--- config.mk ---
export PLATFORM = sky130hd
export DESIGN_NAME = topq_ctrl
export DESIGN_NICKNAME = d
export VERILOG_FILES = /design/src/timed_overlay_presentation_queue_macros.svh /design/src/topq_pkg.sv /design/src/topq_ctrl.sv
export SDC_FILE = /design/constraint.sdc
export NUM_CORES = 1
export LEC_CHECK = 0
export ABC_AREA = 1
export CELL_PAD_IN_SITES_DETAIL_PLACEMENT = 1
export CELL_PAD_IN_SITES_GLOBAL_PLACEMENT = 2
export CORE_AREA = 4 4 41 43
export DETAILED_ROUTE_END_ITERATION = 10
export DIE_AREA = 0 0 45 47
export DONT_BUFFER_PORTS = 1
export HOLD_SLACK_MARGIN = 0.06
export PLACE_DENSITY = 0.72
export SLEW_MARGIN = 25
export SYNTH_ARGS = -nofsm -noshare
export SYNTH_HDL_FRONTEND = slang
export SYNTH_SLANG_ARGS = --single-unit
--- constraint.sdc ---
create_clock -name clk -period 1.6 [get_ports clk]
set_input_delay 0.08 -clock clk [delete_from_list [all_inputs] [get_ports clk]]
set_output_delay 0.08 -clock clk [all_outputs]
set_load 0.01 [all_outputs]
--- src/timed_overlay_presentation_queue_macros.svh ---
// assertion macros for the timed overlay presentation queue
// expects clk and arst_n in the scope of use
`ifndef TIMED_OVERLAY_PRESENTATION_QUEUE_MACROS_SVH
`define TIMED_OVERLAY_PRESENTATION_QUEUE_MACROS_SVH
// condition holds at every edge out of reset
`define TOPQ_ASSERT_ALWAYS(lbl, cond, msg) \
	lbl: assert property (@(posedge clk) disable iff (!arst_n) (cond)) else $error(msg);
// antecedent implies consequent in the same cycle
`define TOPQ_ASSERT_IMPL(lbl, ante, cons, msg) \
	lbl: assert property (@(posedge clk) disable iff (!arst_n) (ante) |-> (cons)) else $error(msg);
`endif

--- src/topq_pkg.sv ---
// shared types and constants for the timed overlay presentation queue
// no dependencies
package topq_pkg;
	localparam int DEPTH = 16;
	localparam int IDX_W = $clog2(DEPTH);
	localparam int CNT_W = $clog2(DEPTH + 1);
	localparam int TAG_W = 8;
	localparam int TIME_W = 47;
	localparam int STIME_W = 48;
	localparam int ENTRY_W = TAG_W + 4 * TIME_W;
	localparam logic [4:0] LIMIT_RESET = 5'd16;
	localparam logic [23:0] PERIOD_RESET = 24'd400000;
	localparam logic [1:0] REG_LIMIT = 2'd0;
	localparam logic [1:0] REG_PERIOD = 2'd1;

	typedef enum logic [1:0] {
		KIND_ENQ = 2'd0,
		KIND_LOOKUP = 2'd1,
		KIND_INVAL = 2'd2,
		KIND_SETTIME = 2'd3
	} kind_t;

	typedef enum logic [3:0] {
		S_IDLE, S_START, S_LK_RD, S_LK_EV, S_IV_RD, S_IV_EV, S_HD_RD, S_TL_RD, S_DONE
	} state_t;

	typedef enum logic {RD_HEAD, RD_TAIL} rd_sel_t;

	typedef struct packed {
		logic load;
		logic start;
		logic lk_ev;
		logic iv_ev;
		rd_sel_t rd;
		logic cap_head;
		logic finish;
	} cmd_t;

	typedef struct packed {
		kind_t kind;
		logic lk_done;
		logic occ_zero;
		logic st_inv;
		logic iv_pop;
		logic out_free;
	} status_t;
endpackage

--- src/topq_ctrl.sv ---
// sequencing state machine for the timed overlay presentation queue
// depends on topq_pkg
module topq_ctrl (
	input  logic clk,
	input  logic arst_n,
	input  logic in_valid,
	input  topq_pkg::status_t st,
	output logic in_ready,
	output topq_pkg::cmd_t cmd
);
	topq_pkg::state_t state_q, state_d;

	always_ff @(posedge clk or negedge arst_n) begin
		if (!arst_n) begin
			state_q <= topq_pkg::S_IDLE;
		end else begin
			state_q <= state_d;
		end
	end

	always_comb begin
		state_d = state_q;
		cmd = '0;
		cmd.rd = topq_pkg::RD_HEAD;
		in_ready = 1'b0;
		case (state_q)
			topq_pkg::S_IDLE: begin
				in_ready = 1'b1;
				if (in_valid) begin
					cmd.load = 1'b1;
					state_d = topq_pkg::S_START;
				end
			end
			topq_pkg::S_START: begin
				cmd.start = 1'b1;
				case (st.kind)
					topq_pkg::KIND_ENQ: state_d = topq_pkg::S_HD_RD;
					topq_pkg::KIND_LOOKUP: state_d = topq_pkg::S_LK_RD;
					topq_pkg::KIND_INVAL: state_d = topq_pkg::S_IV_RD;
					default: state_d = st.st_inv ? topq_pkg::S_IV_RD : topq_pkg::S_HD_RD;
				endcase
			end
			topq_pkg::S_LK_RD: begin
				state_d = (st.lk_done || st.occ_zero) ? topq_pkg::S_HD_RD : topq_pkg::S_LK_EV;
			end
			topq_pkg::S_LK_EV: begin
				cmd.lk_ev = 1'b1;
				state_d = topq_pkg::S_LK_RD;
			end
			topq_pkg::S_IV_RD: begin
				cmd.rd = topq_pkg::RD_TAIL;
				state_d = st.occ_zero ? topq_pkg::S_HD_RD : topq_pkg::S_IV_EV;
			end
			topq_pkg::S_IV_EV: begin
				cmd.iv_ev = 1'b1;
				state_d = st.iv_pop ? topq_pkg::S_IV_RD : topq_pkg::S_HD_RD;
			end
			topq_pkg::S_HD_RD: begin
				state_d = topq_pkg::S_TL_RD;
			end
			topq_pkg::S_TL_RD: begin
				cmd.rd = topq_pkg::RD_TAIL;
				cmd.cap_head = 1'b1;
				state_d = topq_pkg::S_DONE;
			end
			topq_pkg::S_DONE: begin
				cmd.rd = topq_pkg::RD_TAIL;
				if (st.out_free) begin
					cmd.finish = 1'b1;
					state_d = topq_pkg::S_IDLE;
				end
			end
			default: state_d = topq_pkg::S_IDLE;
		endcase
	end
endmodule

==> results.toml <==
[detailed_routing]
vias = 343
drt_iter0_drc = 2
drt_first_pass_iters = 3
vias_per_cell = 4.70
wl_um = 960
avgRoutedWirePerCell_um = 13.2
detail-route-antenna-nets = 0
drc_errors = 0

[sta]
finalCritPeriodShare_pct = 89.9
slew-limit-headroom_pct = 58.8
finalWorstSetupSlack_ps = 162
skew_ps = 2.04
fin_setup_tns_ps = 0
max_freq_ghz = 0.695
setup_viol = 0
grt_setup_unrepaired = "no"
slew_viol_final = 0
worst_pin_slew_ps = 612
finalCriticalPeriod_ps = 1440
hold_viol = 0

[logic_synthesis]
ys_ff_latch = 4
synth_area_per_cell_sq_um = 6.42
synth_flop_cell = "dfrtp_1"
synthCells = 53
yosysTopAreaCellShare_pct = 29.4
yosys_warnings = 0
yosys-top-cells-area = "dfrtp_1 29%, nand3_1 10%, nor2_1 9.9%"
seq_area_frac_synth_pct = 29.4
synth-edff-count = 0
synthArstFlopShare_pct = 100
yosysTopAreaCell = "dfrtp_1"
ys_types = 17
syn_area_sq_um = 340
ys_top_cells_by_count = "9 x nor2_1, 8 x nand2_1, 7 x nand3_1"
synthesis.nets = 63
synth_most_common_cell = "nor2_1"

[critical_path]
crit_required_ps = 1520
reg2reg_slack_ps = 380
crit_type = "reg2out"
crit_path_start_kind = "register"
path_cells = "nor2_2, nand3_2, nor2_1"
crit_fanout = 7
timing.rr.end = "state_q[0]"
rr_worst_depth = 4
r2r_start = "state_q[1]"
end_kind = "output pin"
cp_slowest_stage_delay_ps = 470
cp.arrival_ps = 1360
cp_slowest_cell = "dfrtp_1"

[clocking]
cts.sinks = 4
clockBufferDepth = 2
cts_buffers = 3
cts_tree = "built"
clk_latency_ps = 240
clk_pin_slew_ps = 40
clock-root-buffer = "clkbuf_4"
htreeDepth = 1
cts_resized = 0

[global_routing]
grt_usage_pct = 10.6
overflow = 0
antenna_found_initial = 0
grt_max_degree = 8
grt_pass1_wl_um = 1600
grt_pass1_vias = 370

[cells_and_area]
top_regs = "state_q (4)"
area_growth_pct = 18.0
regMostFlops = "state_q"
fill_cells = 183
seqCellArea_sq_um = 100
finalNetCount = 70
drive_gt1_share_pct = 29.3
multi_input_area_sq_um = 203
diodes = 0
largest_register_ffs = 4

[hold_path]
hp-start = "st[1]"
min_to = "state_q[1]"
hp-class = "in2reg"
whs_path_depth = 3

[placed_design]
place.gp.congestion = 0.714
io_buffers = 0
dp_hpwl_um = 789
dp_slack_ps = 384

[die]
die_w_um = 45
core_sq_um = 1300
start_util_pct = 26.2
fp-row-count = 13
die_y_um = 47
dieArea_sq_um = 2120
io-pin-count = 18

[pwr]
p_leak_nw = 0.208
irDropWorstVdd_mv = 0.600
power.density_nw_per_um2 = 1980

[flow_run]
maxCapViolations = 0

[outcome]
status = "complete, no violations"
worst max path at each step:
stage | from | end | slack, ps | depth (start not counted)
floorplan | state_q[0] | state_q[0] | 530 | 6
global placement | state_q[0] | state_q[0] | 390 | 6
detailed placement | state_q[1] | state_q[0] | 380 | 6
CTS | state_q[1] | cmd[0] | 150 | 3
global route | state_q[1] | cmd[0] | 90 | 3
finish | state_q[1] | cmd[0] | 160 | 3
kinds of logic after synthesis:
kind of cell	Yosys count	synth area share [%]
simple gates	35	51.8
flops	4	29.4
buf+inv	10	11.0
compound gates	4	7.72
per-stage QoR:
stage	std cells	utilization, %	total power [mW]	hold WS, ps	instance area [sq um]
finish	73	30.9	0.797	57.4	402
global route	73	30.9	0.894	67.5	402
global placement	68	27.6	0.673	-215	359
CTS	73	30.9	0.811	61.9	402
detailed placement	68	27.6	0.674	-215	359
floorplan	53	-	0.575	-216	340
routing by layer:
metal  up-vias  track usage [%]  wire length (um)
li1        180                -                 -
met1       152             13.2               465
met2        11             16.9               425
met3         0             4.98                70
met4         0             1.75                 0
met5         -                0                 0
layout make-up:
cell class	instances	share of cell area, %
multi-input cells	39	50.5
flip-flops and latches	4	24.9
inverters	10	9.35
clock buffers	3	5.61
repair buffers	2	4.98
well taps	15	4.67
power breakdown:
| part | switching [mW] | internal [mW] |
|---|---|---|
| sequential | 0.0872 | 0.151 |
| clock | 0.0429 | 0.0840 |
| combinational | 0.297 | 0.135 |
| total | 0.427 | 0.370 |
cells in the final DEF, fill, tap and decap left out, drive strengths merged:
master and instances:
nand2 10, nand3b 1, inv 10, nand3 8, nor4 1, or2 1, dfrtp 4, dlygate4sd3 2
o21ai 3, o211ai 1, nor2 13, clkbuf 3, nor3 1
repair_timing:
action / in CTS / in global routing
setup buffers: 0 / 0
endpoints found under the hold margin: 6 / 0
hold buffers: 2 / 0
critical path, delay by kind of cell, from the launching register on:
| family | cells | cell delay, ps |
|---|---|---|
| flops | 1 | 470 |
| simple gates | 3 | 640 |
No activity file was read; power rests on OpenSTA's default activity.
