==> src/timed_overlay_presentation_queue_macros.svh <==
// assertion macros for the timed overlay presentation queue
// expects clk and arst_n in the scope of use
`ifndef TIMED_OVERLAY_PRESENTATION_QUEUE_MACROS_SVH
`define TIMED_OVERLAY_PRESENTATION_QUEUE_MACROS_SVH
// condition holds at every edge out of reset
`define TOPQ_ASSERT_ALWAYS(lbl, cond, msg) \
	lbl: assert property (@(posedge clk) disable iff (!arst_n) (cond)) else $error(msg);
// antecedent implies consequent in the same cycle
`define TOPQ_ASSERT_IMPL(lbl, ante, cons, msg) \
	lbl: assert property (@(posedge clk) disable iff (!arst_n) (ante) |-> (cons)) else $error(msg);
`endif

==> src/topq_pkg.sv <==
// shared types and constants for the timed overlay presentation queue
// no dependencies
package topq_pkg;
	localparam int DEPTH = 16;
	localparam int IDX_W = $clog2(DEPTH);
	localparam int CNT_W = $clog2(DEPTH + 1);
	localparam int TAG_W = 8;
	localparam int TIME_W = 47;
	localparam int STIME_W = 48;
	localparam int ENTRY_W = TAG_W + 4 * TIME_W;
	localparam logic [4:0] LIMIT_RESET = 5'd16;
	localparam logic [23:0] PERIOD_RESET = 24'd400000;
	localparam logic [1:0] REG_LIMIT = 2'd0;
	localparam logic [1:0] REG_PERIOD = 2'd1;

	typedef enum logic [1:0] {
		KIND_ENQ = 2'd0,
		KIND_LOOKUP = 2'd1,
		KIND_INVAL = 2'd2,
		KIND_SETTIME = 2'd3
	} kind_t;

	typedef enum logic [3:0] {
		S_IDLE, S_START, S_LK_RD, S_LK_EV, S_IV_RD, S_IV_EV, S_HD_RD, S_TL_RD, S_DONE
	} state_t;

	typedef enum logic {RD_HEAD, RD_TAIL} rd_sel_t;

	typedef struct packed {
		logic load;
		logic start;
		logic lk_ev;
		logic iv_ev;
		rd_sel_t rd;
		logic cap_head;
		logic finish;
	} cmd_t;

	typedef struct packed {
		kind_t kind;
		logic lk_done;
		logic occ_zero;
		logic st_inv;
		logic iv_pop;
		logic out_free;
	} status_t;
endpackage

==> src/topq_ram.sv <==
// generic single write, single registered read memory
// no dependencies
module topq_ram #(
	parameter int WIDTH = 8,
	parameter int DEPTH = 16
) (
	input  logic clk,
	input  logic we,
	input  logic [$clog2(DEPTH)-1:0] waddr,
	input  logic [WIDTH-1:0] wdata,
	input  logic [$clog2(DEPTH)-1:0] raddr,
	output logic [WIDTH-1:0] rdata
);
	logic [WIDTH-1:0] mem_q [DEPTH];

	always_ff @(posedge clk) begin
		if (we) begin
			mem_q[waddr] <= wdata;
		end
		rdata <= mem_q[raddr];
	end
endmodule

==> src/topq_dp.sv <==
// queue datapath: state registers, entry memory, decisions, result register
// depends on topq_pkg, topq_ram and the assertion macro header
`include "timed_overlay_presentation_queue_macros.svh"
module topq_dp (
	input  logic clk,
	input  logic arst_n,
	input  topq_pkg::cmd_t cmd,
	output topq_pkg::status_t st,
	input  logic [1:0] in_kind,
	input  logic [47:0] in_when,
	input  logic [7:0] in_tag,
	input  logic [46:0] in_start,
	input  logic [46:0] in_stop,
	input  logic [46:0] in_seg_start,
	input  logic [46:0] in_seg_stop,
	input  logic in_seg_given,
	input  logic in_new_pass,
	input  logic cfg_we,
	input  logic [1:0] cfg_idx,
	input  logic [23:0] cfg_wdata,
	input  logic out_ready,
	output logic out_valid,
	output logic [204:0] out_bits
);
	localparam int TW = topq_pkg::TIME_W;

	topq_pkg::kind_t kind_q;
	logic signed [47:0] when_q;
	logic [7:0] e_tag_q;
	logic [TW-1:0] e_start_q, e_stop_q, e_ss_q, e_sp_q;
	logic np_q;
	logic [topq_pkg::IDX_W-1:0] head_q;
	logic [topq_pkg::CNT_W-1:0] occ_q;
	logic sv_q;
	logic [7:0] sh_tag_q;
	logic [TW-1:0] sh_start_q, sh_stop_q, sh_ss_q, sh_sp_q;
	logic signed [47:0] now_q, prev_q, ipt_q;
	logic pend_q;
	logic [4:0] limit_q;
	logic [23:0] period_q;
	logic found_q, acc_q, done_q;
	logic [7:0] ftag_q;
	logic [TW-1:0] head_start_q;
	logic out_valid_q;
	logic [204:0] out_q;

	logic [topq_pkg::ENTRY_W-1:0] rdata, wdata;
	logic [topq_pkg::IDX_W-1:0] raddr, waddr;
	logic we;
	logic [7:0] rd_tag;
	logic [TW-1:0] rd_start, rd_stop, rd_ss, rd_sp;
	logic signed [47:0] r_start, r_stop, r_ss, r_sp;
	logic signed [47:0] s_start, s_stop, s_ss, s_sp;
	logic [4:0] lim;
	logic enq_ok, pend_eff;
	logic signed [48:0] seek_back;
	logic st_inv, sh_kill;
	logic pick, drop, ldone;
	logic signed [47:0] tail_s, rend;
	logic [TW-1:0] tail_v;

	assign rd_tag = rdata[7:0];
	assign rd_start = rdata[8 +: TW];
	assign rd_stop = rdata[8 + TW +: TW];
	assign rd_ss = rdata[8 + 2 * TW +: TW];
	assign rd_sp = rdata[8 + 3 * TW +: TW];
	assign r_start = $signed({1'b0, rd_start});
	assign r_stop = $signed({1'b0, rd_stop});
	assign r_ss = $signed({1'b0, rd_ss});
	assign r_sp = $signed({1'b0, rd_sp});
	assign s_start = $signed({1'b0, sh_start_q});
	assign s_stop = $signed({1'b0, sh_stop_q});
	assign s_ss = $signed({1'b0, sh_ss_q});
	assign s_sp = $signed({1'b0, sh_sp_q});

	assign raddr = (cmd.rd == topq_pkg::RD_HEAD) ? head_q
		: head_q + occ_q[topq_pkg::IDX_W-1:0] - 1'b1;
	assign waddr = head_q + occ_q[topq_pkg::IDX_W-1:0];
	assign wdata = {e_sp_q, e_ss_q, e_stop_q, e_start_q, e_tag_q};

	assign lim = (limit_q > 5'(topq_pkg::DEPTH)) ? 5'(topq_pkg::DEPTH) : limit_q;
	assign pend_eff = pend_q && !np_q;
	assign enq_ok = (occ_q < lim) && !(pend_eff && ($signed({1'b0, e_stop_q}) > ipt_q));
	assign we = cmd.start && (kind_q == topq_pkg::KIND_ENQ) && enq_ok;

	assign seek_back = $signed({prev_q[47], prev_q}) - $signed({when_q[47], when_q});
	assign st_inv = !prev_q[47] && (seek_back >= $signed({25'b0, period_q}));
	assign sh_kill = sv_q && (s_stop > when_q);

	// one head entry of the lookup walk
	always_comb begin
		pick = 1'b0;
		drop = 1'b1;
		ldone = 1'b0;
		if (r_ss > when_q) begin
			drop = 1'b0;
			ldone = 1'b1;
		end else if (r_sp > when_q) begin
			if (r_start <= when_q && when_q < r_stop) begin
				pick = 1'b1;
				ldone = 1'b1;
			end else if (when_q >= r_stop) begin
				pick = 1'b1;
			end else begin
				ldone = 1'b1;
				if (!found_q || s_stop <= when_q) begin
					pick = 1'b1;
				end else begin
					drop = 1'b0;
				end
			end
		end
	end

	assign tail_v = (occ_q == '0) ? '0 : rd_stop;
	assign tail_s = (occ_q == '0) ? -48'sd1 : $signed({1'b0, rd_stop});
	assign rend = (tail_s > now_q) ? tail_s : now_q;

	assign st.kind = kind_q;
	assign st.lk_done = done_q;
	assign st.occ_zero = (occ_q == '0);
	assign st.st_inv = st_inv;
	assign st.iv_pop = r_stop > ipt_q;
	assign st.out_free = !out_valid_q || out_ready;

	assign out_valid = out_valid_q;
	assign out_bits = out_q;

	topq_ram #(.WIDTH(topq_pkg::ENTRY_W), .DEPTH(topq_pkg::DEPTH)) u_ram (
		.clk(clk), .we(we), .waddr(waddr), .wdata(wdata), .raddr(raddr), .rdata(rdata)
	);

	always_ff @(posedge clk or negedge arst_n) begin
		if (!arst_n) begin
			kind_q <= topq_pkg::KIND_ENQ;
			when_q <= '0;
			e_tag_q <= '0; e_start_q <= '0; e_stop_q <= '0; e_ss_q <= '0; e_sp_q <= '0;
			np_q <= 1'b0;
			head_q <= '0;
			occ_q <= '0;
			sv_q <= 1'b0;
			sh_tag_q <= '0; sh_start_q <= '0; sh_stop_q <= '0; sh_ss_q <= '0; sh_sp_q <= '0;
			now_q <= '0;
			prev_q <= -48'sd1;
			pend_q <= 1'b0;
			ipt_q <= '0;
			limit_q <= topq_pkg::LIMIT_RESET;
			period_q <= topq_pkg::PERIOD_RESET;
			found_q <= 1'b0; acc_q <= 1'b0; done_q <= 1'b0; ftag_q <= '0;
			head_start_q <= '0;
			out_valid_q <= 1'b0;
			out_q <= '0;
		end else begin
			if (cfg_we) begin
				if (cfg_idx == topq_pkg::REG_LIMIT) begin
					limit_q <= cfg_wdata[4:0];
				end else if (cfg_idx == topq_pkg::REG_PERIOD) begin
					period_q <= cfg_wdata;
				end
			end
			if (cmd.load) begin
				kind_q <= topq_pkg::kind_t'(in_kind);
				when_q <= $signed(in_when);
				e_tag_q <= in_tag;
				e_start_q <= in_start;
				e_stop_q <= in_stop;
				e_ss_q <= in_seg_given ? in_seg_start : in_start;
				e_sp_q <= in_seg_given ? in_seg_stop : in_stop;
				np_q <= in_new_pass;
				found_q <= 1'b0; acc_q <= 1'b0; done_q <= 1'b0; ftag_q <= '0;
			end
			if (cmd.start) begin
				case (kind_q)
					topq_pkg::KIND_ENQ: begin
						if (np_q) begin
							pend_q <= 1'b0;
						end
						if (enq_ok) begin
							occ_q <= occ_q + 1'b1;
							acc_q <= 1'b1;
						end
					end
					topq_pkg::KIND_LOOKUP: begin
						if (sv_q) begin
							if (s_ss <= when_q && when_q < s_sp) begin
								found_q <= 1'b1;
								ftag_q <= sh_tag_q;
								done_q <= (s_start <= when_q) && (when_q < s_stop);
							end else if (s_sp <= when_q) begin
								sv_q <= 1'b0;
							end
						end
					end
					topq_pkg::KIND_INVAL: begin
						pend_q <= 1'b1;
						ipt_q <= when_q;
						prev_q <= -48'sd1;
						if (sh_kill) begin
							sv_q <= 1'b0;
						end
						if (!when_q[47] && when_q < now_q) begin
							now_q <= when_q;
						end
					end
					default: begin
						now_q <= when_q;
						prev_q <= when_q;
						if (st_inv) begin
							pend_q <= 1'b1;
							ipt_q <= when_q;
							if (sh_kill) begin
								sv_q <= 1'b0;
							end
						end
					end
				endcase
			end
			if (cmd.lk_ev) begin
				if (pick) begin
					sv_q <= 1'b1;
					sh_tag_q <= rd_tag; sh_start_q <= rd_start; sh_stop_q <= rd_stop;
					sh_ss_q <= rd_ss; sh_sp_q <= rd_sp;
					found_q <= 1'b1;
					ftag_q <= rd_tag;
				end
				if (drop) begin
					head_q <= head_q + 1'b1;
					occ_q <= occ_q - 1'b1;
				end
				if (ldone) begin
					done_q <= 1'b1;
				end
			end
			if (cmd.iv_ev && st.iv_pop) begin
				occ_q <= occ_q - 1'b1;
			end
			if (cmd.cap_head) begin
				head_start_q <= (occ_q == '0) ? '0 : rd_start;
			end
			if (cmd.finish) begin
				out_valid_q <= 1'b1;
				out_q <= {rend, tail_v, head_start_q, now_q, occ_q, acc_q, ftag_q, found_q};
			end else if (out_ready) begin
				out_valid_q <= 1'b0;
			end
		end
	end

	`TOPQ_ASSERT_ALWAYS(a_occ_bound, occ_q <= topq_pkg::CNT_W'(topq_pkg::DEPTH), "occupancy beyond depth")
	`TOPQ_ASSERT_IMPL(a_acc_kind, acc_q, kind_q == topq_pkg::KIND_ENQ, "accept outside enqueue")
	`TOPQ_ASSERT_IMPL(a_found_kind, found_q, kind_q == topq_pkg::KIND_LOOKUP, "found outside lookup")
endmodule

==> config.mk <==
export PLATFORM = sky130hd
export DESIGN_NAME = topq_dp
export DESIGN_NICKNAME = d
export VERILOG_FILES = /design/src/topq_pkg.sv /design/src/topq_ram.sv /design/src/topq_dp.sv
export VERILOG_INCLUDE_DIRS = /design/src /design/src/src
export SDC_FILE = /design/constraint.sdc
export NUM_CORES = 2
export LEC_CHECK = 0
export BUFFER_PORTS_ARGS = -buffer_cell sky130_fd_sc_hd__buf_2
export CAP_MARGIN = 10
export CORE_ASPECT_RATIO = 0.9
export CORE_MARGIN = 5
export CORE_UTILIZATION = 30
export DETAILED_ROUTE_END_ITERATION = 10
export MAX_ROUTING_LAYER = met4
export PLACE_DENSITY_LB_ADDON = 0.15
export REMOVE_ABC_BUFFERS = 1
export SLEW_MARGIN = 40
export SYNTH_ARGS = -nofsm -noshare
export SYNTH_HDL_FRONTEND = slang
export SYNTH_HIERARCHICAL = 1
export SYNTH_SLANG_ARGS = --single-unit
==> constraint.sdc <==
create_clock -name clk -period 50.3 [get_ports clk]
set_input_delay 0 -clock clk [delete_from_list [all_inputs] [get_ports clk]]
set_output_delay 0 -clock clk [all_outputs]
set_load 0.01 [all_outputs]
==> results.tsv <==
metric	value	unit
nFillCells	54280	
reg2regPathDepth	15	
ant_nets	0	
hold_violations	0	
end_kind	flop	
synth_edf_count	3136	
hold_start	in_when[44]	
arrival	8500	ps
syn-instance-count	10200	
cp_num_buf_inv	4	
grt_pass1_wl	839200	um
dr.pass1.iters	6	
cts-root-buf	clkbuf_16	
vias	101600	
die_w	812.4	um
via_per_inst	5.109	
wirelength	603100	um
cts_buffers	457	
setup_viol	0	
crit_type	flop to flop	
drtIter0Drc	8756	
leakage	76.30	nW
max_cap_viol_count	0	
start_util	30.06	%
reg2reg_to	u_ram/mem_q[3][12]$_DFFE_PP_	
drive_gt1_share	23.67	%
drc_errors	0	
finalMaxSlewViolations	0	
startpoint_type	flop	
grt.total_usage	20.35	%
grt_pass1_vias	104300	
io_buffers	497	
netlist_top_cells_count	3,136 x edfxtp_1, 836 x dfrtp_1, 734 x mux4_2, 648 x ha_1, 513 x nand2_1	
rows	265	
rsz0062_at_grt	no	
multi_input_area	0.04979	mm2
post_cts_buffers	0	
hold_path_end	when_q[44]$_DFFE_PN0P_	
clock_insertion_delay_worst_skew	1060	ps
cpMostUsedCell	buf_4	
die_area	0.5948	mm2
yosysTopAreaCell	edfxtp_1	
skew	130.6	ps
synth_top_area_share	54.17	%
async_flop_share	21.10	%
max_slew_margin	34.57	%
required	50900	ps
ir_drop	0.1024	mV
crit_chain	ha_1 > and3_1 > nand4_1 > or3_1 > or4_1 > or3_1 > o211a_1 > o31ai_1 > and4b_1 > or3b_2 > nor2_4 > buf_4 > buf_6 > buf_4 > buf_4	
status	finished, final reports clean	
place_area	0.1872	mm2
grt_max_degree	125	
power.total	14.10	mW
final_cells	19880	
rr_startpoint	e_stop_q[40]$_DFFE_PN0P_	
synth.area.top_cells	edfxtp_1 54%, dfrtp_1 12%, mux4_2 9.5%, ha_1 4.7%, mux2_2 3.1%	
core	0.5783	mm2
worst-path-max-fanout	40	
synth_flop_cell	edfxtp_1	
cts_tree	built	
seqCellArea	0.1205	mm2
numPlacedInstances	18250	
yosysMostFrequentCell	edfxtp_1	
postSynthAreaPerCell	17.05	um2
pin_count	498	
h-tree-depth	5	
finalNetCount	12650	
p_per_area	66.97	mW/mm2
wl_per_cell	30.33	um
cp-startpoint	e_stop_q[40]$_DFFE_PN0P_	
postLayoutCellArea	0.2105	mm2
yosysSeqAreaShare	69.29	%
ys_warn_count	6	
period_minus_slack	7898	ps
place.detailed.hpwl	388300	um
grt_antenna_before_repair	47	
crit_path_max_incr_delay	720	ps
rrSetupSlack	42400	ps
min_path_cells	4	
path_clk_slew	60	ps
fp.dieH	732.2	um
cts_buffer_depth	4	
cts_sinks	4223	
synth.distinct_cells	88	
slowest_stage	or4_1	
syn_area	0.1738	mm2
cpLargestDelayFamily	simple AND/OR/NAND/NOR gates	
gp_congestion	0.8689	
areaGrowthSynthToFinish	21.09	%
period_share	15.70	%
min_path_type	input pin to flop	
ys_seq_elements	4223	
grt_overflow	0	
worst_pin_slew	981.5	ps
fmax	0.1266	GHz
## repair_timing
item,in CTS,in global routing
gates resized for setup,0,0
setup endpoints to repair,0,0
hold buffers,739,0
endpoints found under the hold margin,747,0
## layout by cell type, fill, tap and decap left out, types with 22 or more instances in the layout
cell	n
edfxtp_1	3136
dfrtp_1	830
dlygate4sd3_1	737
mux4_2	734
ha_1	648
nand2_1	511
buf_2	492
mux2_2	474
clkbuf_16	459
inv_1	440
a22oi_1	339
a21oi_1	321
o21ai_0	272
nor2_1	264
mux2i_1	238
buf_4	222
dfxtp_1	195
a21o_1	156
nand4_1	138
clkbuf_1	120
nand3_1	102
o22ai_1	95
nor2b_1	90
o221ai_1	90
clkinv_2	74
a31oi_1	61
dfstp_2	55
clkinv_1	54
clkbuf_8	49
buf_6	48
bufinv_16	47
nor3_1	46
nand2b_1	40
xnor2_1	30
o21a_1	29
buf_12	24
a221oi_1	22
## final cells by class
cell class | count | share of cell area (%)
Inverter | 442 | 0.7881
Sequential cell | 4223 | 57.22
Clock inverter | 245 | 1.454
Clock buffer | 628 | 5.990
Timing Repair Buffer | 1552 | 6.273
Tap cell | 7743 | 4.602
Antenna cell | 13 | 0.01545
Multi-Input combinational cell | 5038 | 23.65
## how the worst max path moves through the flow
stage,end,slack [ps],depth (start not counted)
2_1_floorplan,u_ram/rdata[105]$_DFF_P_,-36510,5
3_3_place_gp,u_ram/mem_q[3][56]$_DFFE_PP_,42180,15
3_5_place_dp,u_ram/mem_q[3][56]$_DFFE_PP_,42050,15
4_1_cts,u_ram/mem_q[3][12]$_DFFE_PP_,42010,15
5_1_grt,u_ram/mem_q[3][12]$_DFFE_PP_,42200,15
6_report,u_ram/mem_q[3][12]$_DFFE_PP_,42400,15
## worst register-to-register path, cell delays in order, from the launching register on
cell and delay [ps]:
dfrtp_1 620, ha_1 440, and3_1 180, nand4_1 190
or3_1 640, or4_1 740, or3_1 460, o211a_1 240
o31ai_1 120, and4b_1 530, or3b_2 600, nor2_4 130
buf_4 500, buf_6 640, buf_4 720, buf_4 740
## metrics by stage
stage | setup TNS, ps | setup WS [ps] | hold WS [ps] | util (%)
after global routing | 0 | 42200 | 18.84 | 36.40
after global placement | 0 | 42180 | 13.06 | 32.24
after detailed placement | 0 | 42050 | 19.18 | 32.37
after floorplan | -4788430 | -36510 | -295.6 | -
after CTS | 0 | 42010 | 0.2772 | 36.36
final | 0 | 42400 | 43.50 | 36.41
## state kept, by name, indices dropped and copies added, names as in the netlist, 4 cells and up
name	cells
e_sp_q	47
e_ss_q	47
e_start_q	47
e_stop_q	47
e_tag_q	8
ftag_q	8
head_q	4
head_start_q	47
ipt_q	48
limit_q	5
now_q	48
occ_q	5
out_bits	205
period_q	24
prev_q	48
sh_sp_q	47
sh_ss_q	47
sh_start_q	47
sh_stop_q	47
sh_tag_q	8
u_ram/mem_q	3136
u_ram/rdata	196
when_q	48
## cell families (layout without fill, tap and decap cells)
logic type / count (synthesis) / after routing / synth area share [%]
buffers and inverters: 936 / 2867 / 2.286
AOI/OAI and AO/OA: 1565 / 1565 / 5.942
muxes: 1456 / 1456 / 14.01
other: 0 / 13 / 0
adders and majority gates: 650 / 650 / 4.687
DFF: 4223 / 4223 / 69.29
xor gates and xnor gates: 46 / 46 / 0.2317
and+or+nand+nor: 1321 / 1321 / 3.550
## per-layer routing
layer  up-vias  routed length [um]  track usage (%)
li1      43330                   -                -
met1     54730              278000            28.51
met2      2769              280200            31.84
met3       755               28680            2.334
met4         0               16190            4.760
met5         -                   0                -
## power by group
group	internal, mW	switching (mW)
combinational	2.31	3.59
clock	2.01	1.47
sequential	4.28	0.446
(Power assumes the default switching activity.)
